File: src/hw/rtl/spfc_pkg.sv
package spfc_pkg;

  // frame layout
  localparam int unsigned CntW          = 9;
  localparam logic [CntW-1:0] CntMax    = '1;
  localparam logic [CntW-1:0] MinFrame  = 9'd6;
  localparam logic [CntW-1:0] PosId     = 9'd2;
  localparam logic [CntW-1:0] PosLength = 9'd3;
  localparam logic [CntW-1:0] PosInstr  = 9'd4;
  localparam logic [CntW-1:0] PosParam  = 9'd5;
  localparam logic [7:0] HeaderByte     = 8'hFF;
  localparam logic [7:0] MinLength     = 8'd2;
  localparam logic [7:0] MinLengthParm = 8'd3;
  localparam logic [CntW-1:0] LenOverhead = 9'd4;
  localparam int unsigned StatusBit     = 7;

  typedef enum logic [2:0] {
    VERDICT_OK            = 3'd0,
    VERDICT_TOO_SHORT     = 3'd1,
    VERDICT_BAD_HEADER    = 3'd2,
    VERDICT_BAD_LENGTH    = 3'd3,
    VERDICT_SIZE_MISMATCH = 3'd4,
    VERDICT_BAD_CHECKSUM  = 3'd5,
    VERDICT_NOT_STATUS    = 3'd6
  } verdict_e;

  typedef struct packed {
    logic [7:0] data_byte;
    logic       last_byte;
  } item_t;

  typedef struct packed {
    verdict_e   verdict;
    logic [7:0] servo_id;
    logic [7:0] instruction_code;
    logic [7:0] length_field;
    logic       is_status;
    logic [7:0] servo_error;
    logic [7:0] param_count;
  } result_t;

endpackage

File: src/hw/rtl/spfc_frame_core.sv
module spfc_frame_core (
  input  logic              clk_i,
  input  logic              rst_ni,
  input  logic              adv_i,
  input  spfc_pkg::item_t   item_i,
  input  logic              req_status_i,
  output spfc_pkg::result_t res_o
);

  logic [spfc_pkg::CntW-1:0] cnt_q, cnt_d;
  logic                      hdr_q, hdr_d;
  logic [7:0]                sum_q, sum_d;
  logic [7:0]                id_q, id_d;
  logic [7:0]                len_q, len_d;
  logic [7:0]                ins_q, ins_d;
  logic [7:0]                fp_q, fp_d;

  // fields with the current byte folded in
  logic                      hdr_n;
  logic [7:0]                id_n, len_n, ins_n, fp_n;
  logic [spfc_pkg::CntW-1:0] size;
  logic [spfc_pkg::CntW-1:0] len_plus;
  logic                      status;
  logic                      sound;
  spfc_pkg::verdict_e        verdict;
  logic [7:0]                b;

  assign b = item_i.data_byte;

  always_comb begin
    hdr_n = hdr_q;
    id_n  = id_q;
    len_n = len_q;
    ins_n = ins_q;
    fp_n  = fp_q;
    if (cnt_q < spfc_pkg::PosId && b != spfc_pkg::HeaderByte) begin
      hdr_n = 1'b0;
    end
    unique case (cnt_q)
      spfc_pkg::PosId:     id_n  = b;
      spfc_pkg::PosLength: len_n = b;
      spfc_pkg::PosInstr:  ins_n = b;
      spfc_pkg::PosParam:  fp_n  = b;
      default: ;
    endcase
  end

  assign size     = (cnt_q != spfc_pkg::CntMax) ? cnt_q + 9'd1 : spfc_pkg::CntMax;
  assign len_plus = {1'b0, len_n} + spfc_pkg::LenOverhead;
  assign status   = ins_n[spfc_pkg::StatusBit];

  always_comb begin
    priority if (size < spfc_pkg::MinFrame) begin
      verdict = spfc_pkg::VERDICT_TOO_SHORT;
    end else if (!hdr_n) begin
      verdict = spfc_pkg::VERDICT_BAD_HEADER;
    end else if (len_n < spfc_pkg::MinLength) begin
      verdict = spfc_pkg::VERDICT_BAD_LENGTH;
    end else if (size != len_plus) begin
      verdict = spfc_pkg::VERDICT_SIZE_MISMATCH;
    end else if (b != ~sum_q) begin
      verdict = spfc_pkg::VERDICT_BAD_CHECKSUM;
    end else if (req_status_i && !status) begin
      verdict = spfc_pkg::VERDICT_NOT_STATUS;
    end else begin
      verdict = spfc_pkg::VERDICT_OK;
    end
  end

  assign sound = (verdict == spfc_pkg::VERDICT_OK) || (verdict == spfc_pkg::VERDICT_NOT_STATUS);

  always_comb begin
    res_o.verdict          = verdict;
    res_o.servo_id         = id_n;
    res_o.instruction_code = ins_n;
    res_o.length_field     = len_n;
    res_o.is_status        = status;
    res_o.servo_error      = (sound && status && len_n >= spfc_pkg::MinLengthParm) ? fp_n : 8'd0;
    res_o.param_count      = sound ? len_n - spfc_pkg::MinLength : 8'd0;
  end

  // state update, whole frame state clears on the final byte
  always_comb begin
    cnt_d = cnt_q;
    hdr_d = hdr_q;
    sum_d = sum_q;
    id_d  = id_q;
    len_d = len_q;
    ins_d = ins_q;
    fp_d  = fp_q;
    if (adv_i) begin
      if (item_i.last_byte) begin
        cnt_d = '0;
        hdr_d = 1'b1;
        sum_d = '0;
        id_d  = '0;
        len_d = '0;
        ins_d = '0;
        fp_d  = '0;
      end else begin
        hdr_d = hdr_n;
        id_d  = id_n;
        len_d = len_n;
        ins_d = ins_n;
        fp_d  = fp_n;
        if (cnt_q >= spfc_pkg::PosId) begin
          sum_d = sum_q + b;
        end
        if (cnt_q != spfc_pkg::CntMax) begin
          cnt_d = cnt_q + 9'd1;
        end
      end
    end
  end

  always_ff @(posedge clk_i or negedge rst_ni) begin
    if (!rst_ni) begin
      cnt_q <= '0;
      hdr_q <= 1'b1;
      sum_q <= '0;
      id_q  <= '0;
      len_q <= '0;
      ins_q <= '0;
      fp_q  <= '0;
    end else begin
      cnt_q <= cnt_d;
      hdr_q <= hdr_d;
      sum_q <= sum_d;
      id_q  <= id_d;
      len_q <= len_d;
      ins_q <= ins_d;
      fp_q  <= fp_d;
    end
  end

  a_clear_after_last: assert property (@(posedge clk_i) disable iff (!rst_ni)
    adv_i && item_i.last_byte |=> cnt_q == '0 && sum_q == '0 && hdr_q)
    else $error("frame state not cleared after final byte");

  a_count_step: assert property (@(posedge clk_i) disable iff (!rst_ni)
    adv_i && !item_i.last_byte && cnt_q != spfc_pkg::CntMax |=> cnt_q == $past(cnt_q) + 9'd1)
    else $error("byte count did not advance");

  a_count_hold: assert property (@(posedge clk_i) disable iff (!rst_ni)
    !adv_i |=> $stable(cnt_q) && $stable(sum_q))
    else $error("frame state moved without a byte");

endmodule

File: config.mk
export PLATFORM = sky130hd
export DESIGN_NAME = spfc_frame_core
export DESIGN_NICKNAME = d
export VERILOG_FILES = /design/src/hw/rtl/spfc_pkg.sv /design/src/hw/rtl/spfc_frame_core.sv
export SDC_FILE = /design/constraint.sdc
export NUM_CORES = 1
export LEC_CHECK = 0
export ABC_AREA = 1
export BUFFER_PORTS_ARGS = -buffer_cell sky130_fd_sc_hd__buf_2
export CAP_MARGIN = 10
export CORE_UTILIZATION = 58
export DETAILED_ROUTE_END_ITERATION = 10
export PLACE_DENSITY = 0.8
export SLEW_MARGIN = 5
export SYNTH_ARGS = -nofsm -noshare
export SYNTH_HDL_FRONTEND = slang
export SYNTH_SLANG_ARGS = --single-unit
export TNS_END_PERCENT = 50
File: constraint.sdc
create_clock -name clk_i -period 3.45 [get_ports clk_i]
set_input_delay 0.69 -clock clk_i [delete_from_list [all_inputs] [get_ports clk_i]]
set_output_delay 0.69 -clock clk_i [all_outputs]
set_load 0.02 [all_outputs]
## Word level (Yosys, flattened, before mapping)

Cells that the tools add are included.

| storage, ports and cells | value |
|---|---|
| register bits after elaboration | 50 |
| input port bits | 13 |
| logic and storage cells | 60 |

| cells by class | value |
|---|---|
| add/sub/neg operators | 4 |
| order comparisons | 5 |
| eq/ne operators | 9 |
| multiplexer cells | 23 |
| bitwise gates (word level) | 1 |
| reductions and logical operators | 11 |

Operator list:

| kind | count |
|---|---|
| two-way mux 8 bit | 12 |
| two-way mux 9 bit | 3 |
| == test 9 x 2 -> 1 bit, second input constant | 2 |
| == test 9 x 3 -> 1 bit, second input constant | 2 |
| two-way mux 3 bit | 6 |
| adder 8 x 3 -> 9 bit, second input constant | 1 |
| adder 9 x 1 -> 9 bit, second input constant | 1 |
| >= comparator 9 x 2 -> 1 bit, second input constant | 1 |
| less-than comparator 9 x 2 -> 1 bit, second input constant | 1 |
| less-than comparator 9 x 3 -> 1 bit, second input constant | 1 |
| inequality test 9 bit | 1 |
| inequality test 9 bit, second input constant | 1 |
| adder 8 bit | 1 |
| >= comparator 8 x 2 -> 1 bit, second input constant | 1 |
| less-than comparator 8 x 2 -> 1 bit, second input constant | 1 |
| inequality test 8 bit | 1 |
| inequality test 8 bit, second input constant | 1 |
| NOT 8 bit | 1 |
| subtractor 8 x 2 -> 8 bit, second input constant | 1 |
| logical AND 1 bit | 4 |
| AND reduction 2 bit | 2 |
| nonzero test 2 bit | 2 |
| == test 3 bit, second input constant | 1 |
| zero test 3 bit | 1 |
| 3 further kinds | 4 |

## Depth between registers and ports, before layout

Gate-level depths: netlist of run 1.

| logic depth | value |
|---|---|
| depth after elaboration | 15 |
| gate-level depth with buffers | 20 |
| depth with buffers taken out | 19 |

## Least setup slack after synthesis of run 1

Ideal clock, no wire load.

| path | value |
|---|---|
| kind | reg2out |
| from | register cnt_q[1] (netlist bit) |
| to | output port res_o[0] (netlist bit) |
| data arrival time | 2.880 ns |
| setup slack | -0.120 ns |
| stages on the path, launching flop included | 17 |
| path through | dfrtp_1 > ha_1 > nand2_1 > nor2_4 > buf_6 > nand3_1 > nand2_4 > inv_1 > ha_1 > nand3b_1 > nand2_1 > nand3_1 > nor2_2 > nand2_1 > nor2_4 > nand4_2 > nor3_1 |

RTL lines:

| item | line | source |
|---|---|---|
| start, declared | spfc_frame_core.sv:10 | `logic [spfc_pkg::CntW-1:0] cnt_q, cnt_d;` |
| start signal, assigned | spfc_frame_core.sv:126 | `cnt_q <= cnt_d;` |
| end, declared | spfc_frame_core.sv:7 | `output spfc_pkg::result_t res_o` |

==> results by group, run 1 <==
Status
  – Status: complete, but fails checks
  – Violated checks: negative setup slack

Setup path
  – R2R setup slack: 1150 ps
  – CP Max Fanout: 8
  – Crit path DAT: 3180 ps
  – Setup crit start kind: register
  – Critical path class: register to output port
  – Critical Path Sink Type: output port
  – Reg2reg end: fp_q[7]
  – Reg2Reg Depth: 7
  – Critical Path RT: 2760 ps
  – CP Launch Point: cnt_q[0]
  – Reg2reg start: cnt_q[7]

Die
  – Initial Utilization: 0.600
  – Die ar.: 6860 um^2
  – Die height: 82.8 um
  – # IOs: 57
  – Row count: 29
  – Chip width: 82.8 um
  – Std-Cell Core Area: 6310 um^2

Synthesis
  – Post-synth top area share: 0.324
  – Mapped Cells: 516
  – Post-synth top area cell: dfrtp_1
  – Ys flop type: dfrtp_1
  – Post-Syn Area: 3790 um^2
  – Synth warn: 0
  – Syn Area/Cell: 7.34 um^2
  – Distinct cells, synth: 39
  – Mapped Nets: 547
  – Post-synth EDFFs: 0
  – Synth top area cells: dfrtp_1 (32%), nand2_1 (9.1%), inv_1 (8.4%), ha_1 (5.6%), o22ai_1 (5.1%)
  – Fraction of the yosys area taken by sequential cells: 0.331
  – Ys async rst share: 1.00
  – Synth Register Bits: 50

Placement
  – IO buf count: 56
  – RePlAce Congestion: 0.920
  – Post-Place Worst Slack: -19.5 ps
  – Post-detail-place hpwl: 7540 um

Detailed routing
  – Routed wire length: 10600 um
  – First-pass DRT Iterations: 5
  – Wirelength per Cell: 15.4 um
  – Routed Antenna Nets: 0
  – DRC errors left: 0
  – Vias per inst: 5.66
  – Detailed Route Iter0 Violations: 341
  – Vias: 3888

Timing
  – Final Critical Period: 3870 ps
  – Actual slew at the worst max-slew pin: 942 ps
  – Unrepaired setup endpoints after global routing: true
  – Fin Hold WS: 497 ps
  – Setup violators final: 19
  – Worst setup margin: -424 ps
  – Final Hold Viols: 0
  – Share of the clock period used by the worst path after layout: 1.12
  – Max Fclk: 0.258 GHz
  – Worst Skew: 10.9 ps
  – Fin. max-slew vios: 0
  – Slew headroom: 0.372

Flow run
  – Max_cap viols: 0

Clock tree
  – Clk_lat worst skew: 310 ps
  – CTS Buf Count: 5
  – CTS tree: built
  – Clock sinks: 50
  – CTS clk-pin slew, worst paths: 90 ps
  – Htree depth: 2
  – Root Buffer: clkbuf_8
  – CTS Hold Bufs: 0
  – Longest Clk Path Bufs: 2

Layout
  – Layout Area Growth over Synthesis: 25.0%
  – Commonest cells after routing, fill and taps aside: nand2_1 (86), inv_1 (82), buf_4 (54), dfrtp_1 (49), buf_2 (41)
  – # fillers: 484
  – Post-layout net count: 640
  – Share of cells above drive strength 1: 0.307
  – Commonest non-fill, non-tap cell in the layout: nand2_1
  – # diodes: 0

Pwr
  – Pwr/cell area: 386 nW/um^2
  – Power, Total: 1.83 mW
  – P_leak: 2.56 nW
  – Peak supply drop: 0.306 mV

GRT
  – First-pass GRT wire length: 17400 um
  – Largest net degree at the start of global routing: 42
  – GRT Resource Usage Total: 0.313
  – Number of global-route vias before repair: 3748
  – Remaining Overflow, GRT: 0
  – Met1 Usage GRT: 0.409
  – Routing usage on met3: 0.0378
  – Initial antenna violation count: 0
  – GRT busiest layer: met2
  – GR Layer Usage met2: 0.531

Min path
  – WHS Path Cells: 2
  – Worst Hold Class: register to register
  – Worst Min Path Start: sum_q[2]
  – Hold path endpoint: sum_q[2]
-- how the worst max path moves through the flow --
| stage | cells after the start | end | slack [ps] |
|---|---|---|---|
| 6_report | 20 | res_o[13] | -420 |
| 5_1_grt | 19 | res_o[13] | -560 |
| 4_1_cts | 19 | res_o[11] | -230 |
| 3_5_place_dp | 18 | res_o[9] | -20 |
| 3_3_place_gp | 19 | res_o[12] | 70 |
| 2_1_floorplan | 16 | res_o[0] | -120 |
-- Yosys cell counts, types with 2 or more instances --
cell type  count
nor2_2        11
clkbuf_1      10
nand3_1       30
o21a_1         2
nand3b_1       4
nor2_1        39
nand4_1        8
nand2_2       10
inv_2         10
o21ai_0       28
ha_1          17
xor2_1        11
nor2_4         5
a32o_1         2
inv_1         85
buf_6          3
nand2_4       11
xnor2_1        3
nor3_1        11
nand2_1       92
or2_2          2
nand3_4        2
dfrtp_1       49
nand3_2        3
a21oi_1       24
o22ai_1       31
-- metrics by stage --
step | cells | area (um^2) | setup TNS, ps | util
6_report | 687 | 4740 | -6790 | 0.750
3_3_place_gp | 663 | 4300 | 0 | 0.681
2_1_floorplan | 516 | 3790 | -974 | -
4_1_cts | 682 | 4610 | -3440 | 0.730
5_1_grt | 687 | 4740 | -9460 | 0.750
3_5_place_dp | 663 | 4300 | -127 | 0.681
-- logic make-up after synthesis --
family / after synthesis / synth area share
compound gates: 92 / 0.142
xor+xnor: 14 / 0.0324
flops: 50 / 0.331
simple gates: 232 / 0.318
buf+inv: 110 / 0.116
fa+ha+maj: 18 / 0.0614
-- power by group --
part	internal [mW]	leakage, nW	switching [mW]	total [mW]
clock network	0.221	0.0563	0.211	0.432
registers	0.645	0.684	0.0346	0.679
logic	0.259	1.82	0.456	0.715
-- state kept, by name, indices dropped and copies added, names as in the netlist --
name and count:
hdr_q 1, cnt_q 9, fp_q 8, id_q 8
sum_q 8, ins_q 8, len_q 8
-- worst max-delay path: stages, from the launching register on --
cell and delay (ps):
dfrtp_1 400, ha_4 170, buf_6 100, nand2_4 40, nor2_4 220, nand2_4 110
nand2_4 90, nand2_4 70, inv_4 70, ha_4 190, nand3b_1 160, nand2_2 100
nand3_2 100, nor2_4 130, nand2_2 80, nor2_4 120, nand3_2 100, nor2_4 110
nand3_4 200, nor2_2 150, buf_4 150
-- routing by layer --
layer / vias to the layer above / wire length [um]
met5: - / 0
met2: 176 / 5170
met3: 32 / 736
met4: 0 / 306
met1: 1826 / 4360
li1: 1854 / -
-- layout make-up --
| type | instances | area (um^2) | share of cell area |
|---|---|---|---|
| repair buffers | 101 | 678 | 0.143 |
| multi-input cells | 356 | 2230 | 0.471 |
| clock buffers | 5 | 68.8 | 0.0145 |
| well taps | 77 | 96.3 | 0.0203 |
| flip-flops and latches | 50 | 1250 | 0.264 |
| clock inverters | 3 | 48.8 | 0.0103 |
| inverters | 95 | 362 | 0.0764 |
-- repair_timing --
item,in CTS,in global routing
pin swaps,20,17
endpoints found under the setup margin,19,19
buffers inserted,11,5
gates resized for setup,30,23
No activity file was read; power rests on OpenSTA's default activity.
==> run 2, diff against run 1 <==
--- a/config.mk
+++ b/config.mk
@@ -5,10 +5,10 @@
 export SDC_FILE = /design/constraint.sdc
 export NUM_CORES = 1
 export LEC_CHECK = 0
-export ABC_AREA = 1
 export BUFFER_PORTS_ARGS = -buffer_cell sky130_fd_sc_hd__buf_2
 export CAP_MARGIN = 10
 export CORE_UTILIZATION = 58
+export CTS_BUF_LIST = sky130_fd_sc_hd__clkbuf_16
 export DETAILED_ROUTE_END_ITERATION = 10
 export PLACE_DENSITY = 0.8
 export SLEW_MARGIN = 5
==> results by group, run 2 <==
GRT
  – First-pass GRT wire length: 18300 um (+4.7%)
  – GRT Resource Usage Total: 0.364 (+0.0508)
  – Remaining Overflow, GRT: 0 (unchanged)
  – Number of global-route vias before repair: 3594 (-4.1%)
  – Initial antenna violation count: 0 (unchanged)
  – Largest net degree at the start of global routing: 38 (-9.5%)

Setup path
  – CP Depth: 14 (-30%)
  – Critical Path RT: 2760 ps (about the same)
  – Critical path class: register to output port
  – CP max stage cell: dfrtp_1
  – Cell mode on critical path: buf_4
  – CP Max Fanout: 8 (unchanged)
  – Max stage delay on crit path: 400 ps (about the same)
  – Crit path DAT: 3530 ps (+350 ps)
  – CP top delay family: compound AO/OA/AOI/OAI gates
  – Reg2Reg Depth: 9 (+2)
  – Critical Path Sink Type: output port
  – Critical-path cell list: ha_4 > nor4b_4 > nand2_2 > mux2i_4 > ha_1 > inv_1 > a221oi_2 > o2111ai_1 > a2111oi_1 > buf_4 > o2111ai_2 > buf_6 > a21oi_2 > buf_4
  – Setup crit start kind: register
  – WP buf/inv: 4 (+1)
  – R2R setup slack: 1100 ps (-50 ps)

Layout
  – Share of cells above drive strength 1: 0.406 (+0.0997)
  – Commonest cells after routing, fill and taps aside: buf_4 (100), dfrtp_1 (48), buf_2 (37), nand2_1 (36), a22o_1 (29)
  – Largest register FFs: 9 (unchanged)
  – Commonest non-fill, non-tap cell in the layout: buf_4
  – Layout Area Growth over Synthesis: 41.0%
  – # diodes: 0 (unchanged)
  – Reg with most FFs: cnt_q
  – Post-layout net count: 574 (-10%)
  – Finished Layout Cells: 621 (-9.6%)

Timing
  – Fin Hold WS: 495 ps (-2.34 ps)
  – Max Fclk: 0.237 GHz (-8.2%)
  – Final Hold Viols: 0 (unchanged)
  – Worst Skew: 4.68 ps (-6.19 ps)
  – Actual slew at the worst max-slew pin: 891 ps (-50.6 ps)
  – Setup violators final: 19 (unchanged)
  – Share of the clock period used by the worst path after layout: 1.22 (+0.0997)
  – Worst setup margin: -768 ps (-344 ps)
  – Fin. max-slew vios: 0 (unchanged)
  – Slew headroom: 0.406 (+0.0338)
  – Final Critical Period: 4220 ps (+344 ps)
  – Unrepaired setup endpoints after global routing: true

Synthesis
  – Synth top area cells: dfrtp_1 (32%), a22o_1 (6.7%), mux2_2 (5.7%), ha_1 (5.6%), xnor2_1 (3.9%)
  – Post-synth top area cell: dfrtp_1
  – Ys flop type: dfrtp_1
  – Syn Area/Cell: 9.14 um^2 (+25%)
  – Most numerous cell in the Yosys netlist: dfrtp_1
  – Post-synth EDFFs: 0 (unchanged)
  – Post-synth top area share: 0.325 (+0.00107)
  – Distinct cells, synth: 58 (+49%)
  – Ys async rst share: 1.00 (unchanged)
  – Synth Register Bits: 50 (unchanged)
  – Synth warn: 0 (unchanged)
  – Commonest cells in the netlist: dfrtp_1 (49), nand2_1 (37), a22o_1 (29), inv_1 (21), nor2_1 (21)
  – Post-Syn Area: 3780 um^2 (-0.33%)
  – Fraction of the yosys area taken by sequential cells: 0.332 (+0.00110)
  – Mapped Nets: 444 (-19%)
  – Mapped Cells: 413 (-20%)

Die
  – Std-Cell Core Area: 6310 um^2 (unchanged)
  – Row count: 29 (unchanged)
  – Die height: 82.7 um (-0.16%)
  – Chip width: 82.7 um (-0.16%)
  – Die ar.: 6840 um^2 (-0.31%)
  – # IOs: 57 (unchanged)
  – Initial Utilization: 0.598 (-0.00198)

Status
  – Status: complete, but fails checks
  – Violated checks: negative setup slack

Detailed routing
  – DRC errors left: 0 (unchanged)
  – First-pass DRT Iterations: 7 (+2)
  – Routed Antenna Nets: 0 (unchanged)
  – Routed wire length: 12800 um (+21%)
  – Detailed Route Iter0 Violations: 402 (+18%)
  – Wirelength per Cell: 20.6 um (+34%)
  – Vias: 4051 (+4.2%)
  – Vias per inst: 6.52 (+15%)

Clock tree
  – Root Buffer: clkbuf_16
  – Htree depth: 2 (unchanged)
  – CTS tree: built
  – Clock sinks: 50 (unchanged)
  – CTS clk-pin slew, worst paths: 70 ps (-20 ps)
  – Longest Clk Path Bufs: 2 (unchanged)
  – Clk_lat worst skew: 300 ps (about the same)
  – CTS Buf Count: 5 (unchanged)

Placement
  – RePlAce Congestion: 1.01 (+10%)
  – IO buf count: 56 (unchanged)
  – Dpl cells: 598 (-9.8%)
  – Post-Place Worst Slack: -293 ps (-274 ps)
  – Post-detail-place hpwl: 8880 um (+18%)

Flow run
  – Max_cap viols: 0 (unchanged)

Pwr
  – Pwr/cell area: 397 nW/um^2 (+2.9%)
  – Peak supply drop: 0.365 mV (+19%)
  – P_leak: 2.61 nW (+2.0%)
  – Power, Total: 2.11 mW (+16%)

Min path
  – Worst Hold Class: primary input to asynchronous set/reset pin
## run 2: cell types whose count changed after synthesis, sizes merged, moves of 19 or more
cell	before	now
nor2	55	21
inv	95	21
a22o	0	29
o22ai	31	4
nand3	35	15
mux2	0	19
nand2	113	38
## run 2: final timing paths
path | startpoint | to
max | cnt_q[0] | res_o[12]
min | rst_ni | len_q[6]
max reg2reg | sum_q[1] | sum_q[7]
min reg2reg | fp_q[3] | fp_q[3]
max in group asynchronous | rst_ni | id_q[4]
min in group clk_i | fp_q[3] | fp_q[3]
## run 2: stage by stage
stage	instance area (um^2)	util	setup TNS [ps]
4_1_cts	5170	0.819	-9690
3_3_place_gp	4900	0.776	-2960
5_1_grt	5320	0.843	-15440
2_1_floorplan	4040	-	-7460
3_5_place_dp	4900	0.776	-4340
6_report	5320	0.843	-12650
## run 2: report_power, final
group          internal, mW  switching, mW  total [mW]
clock                 0.340          0.240       0.581
sequential            0.656         0.0511       0.707
combinational         0.370          0.455       0.825
## run 2: area by class of cell
class / count / area, um^2
inverter: 21 / 83.8
multi-input combinational: 316 / 2640
timing repair buffer: 149 / 1090
fill: 357 / 990
clock inverter: 3 / 41.3
tap: 77 / 96.3
clock buffer: 5 / 125
sequential: 50 / 1250
## run 2: logic make-up (layout without fill, tap and decap cells)
kind of cell	Yosys count	after routing	share of synthesized area
AOI/OAI and AO/OA	119	119	0.235
xor gates and xnor gates	21	21	0.0487
adders and majority gates	18	18	0.0616
buffers and inverters	47	178	0.0500
DFF	50	50	0.332
muxes	32	32	0.0944
and+or+nand+nor	126	126	0.179
## run 2: layer usage
layer / vias to the layer above / share of wire / GRT usage
li1: 1800 / - / -
met1: 1931 / 0.40 / 0.478
met2: 275 / 0.47 / 0.596
met3: 45 / 0.086 / 0.0670
met4: 0 / 0.036 / 0.129
met5: - / 0 / 0
## run 2: timing repair
action | in CTS | in global routing
cloned | 0 | 0
buffers inserted | 4 | 11
hold buffers | 0 | 0
hold endpoints to repair | 0 | 0
resized for setup | 24 | 20
pin swaps | 7 | 8
endpoints found under the setup margin | 19 | 19
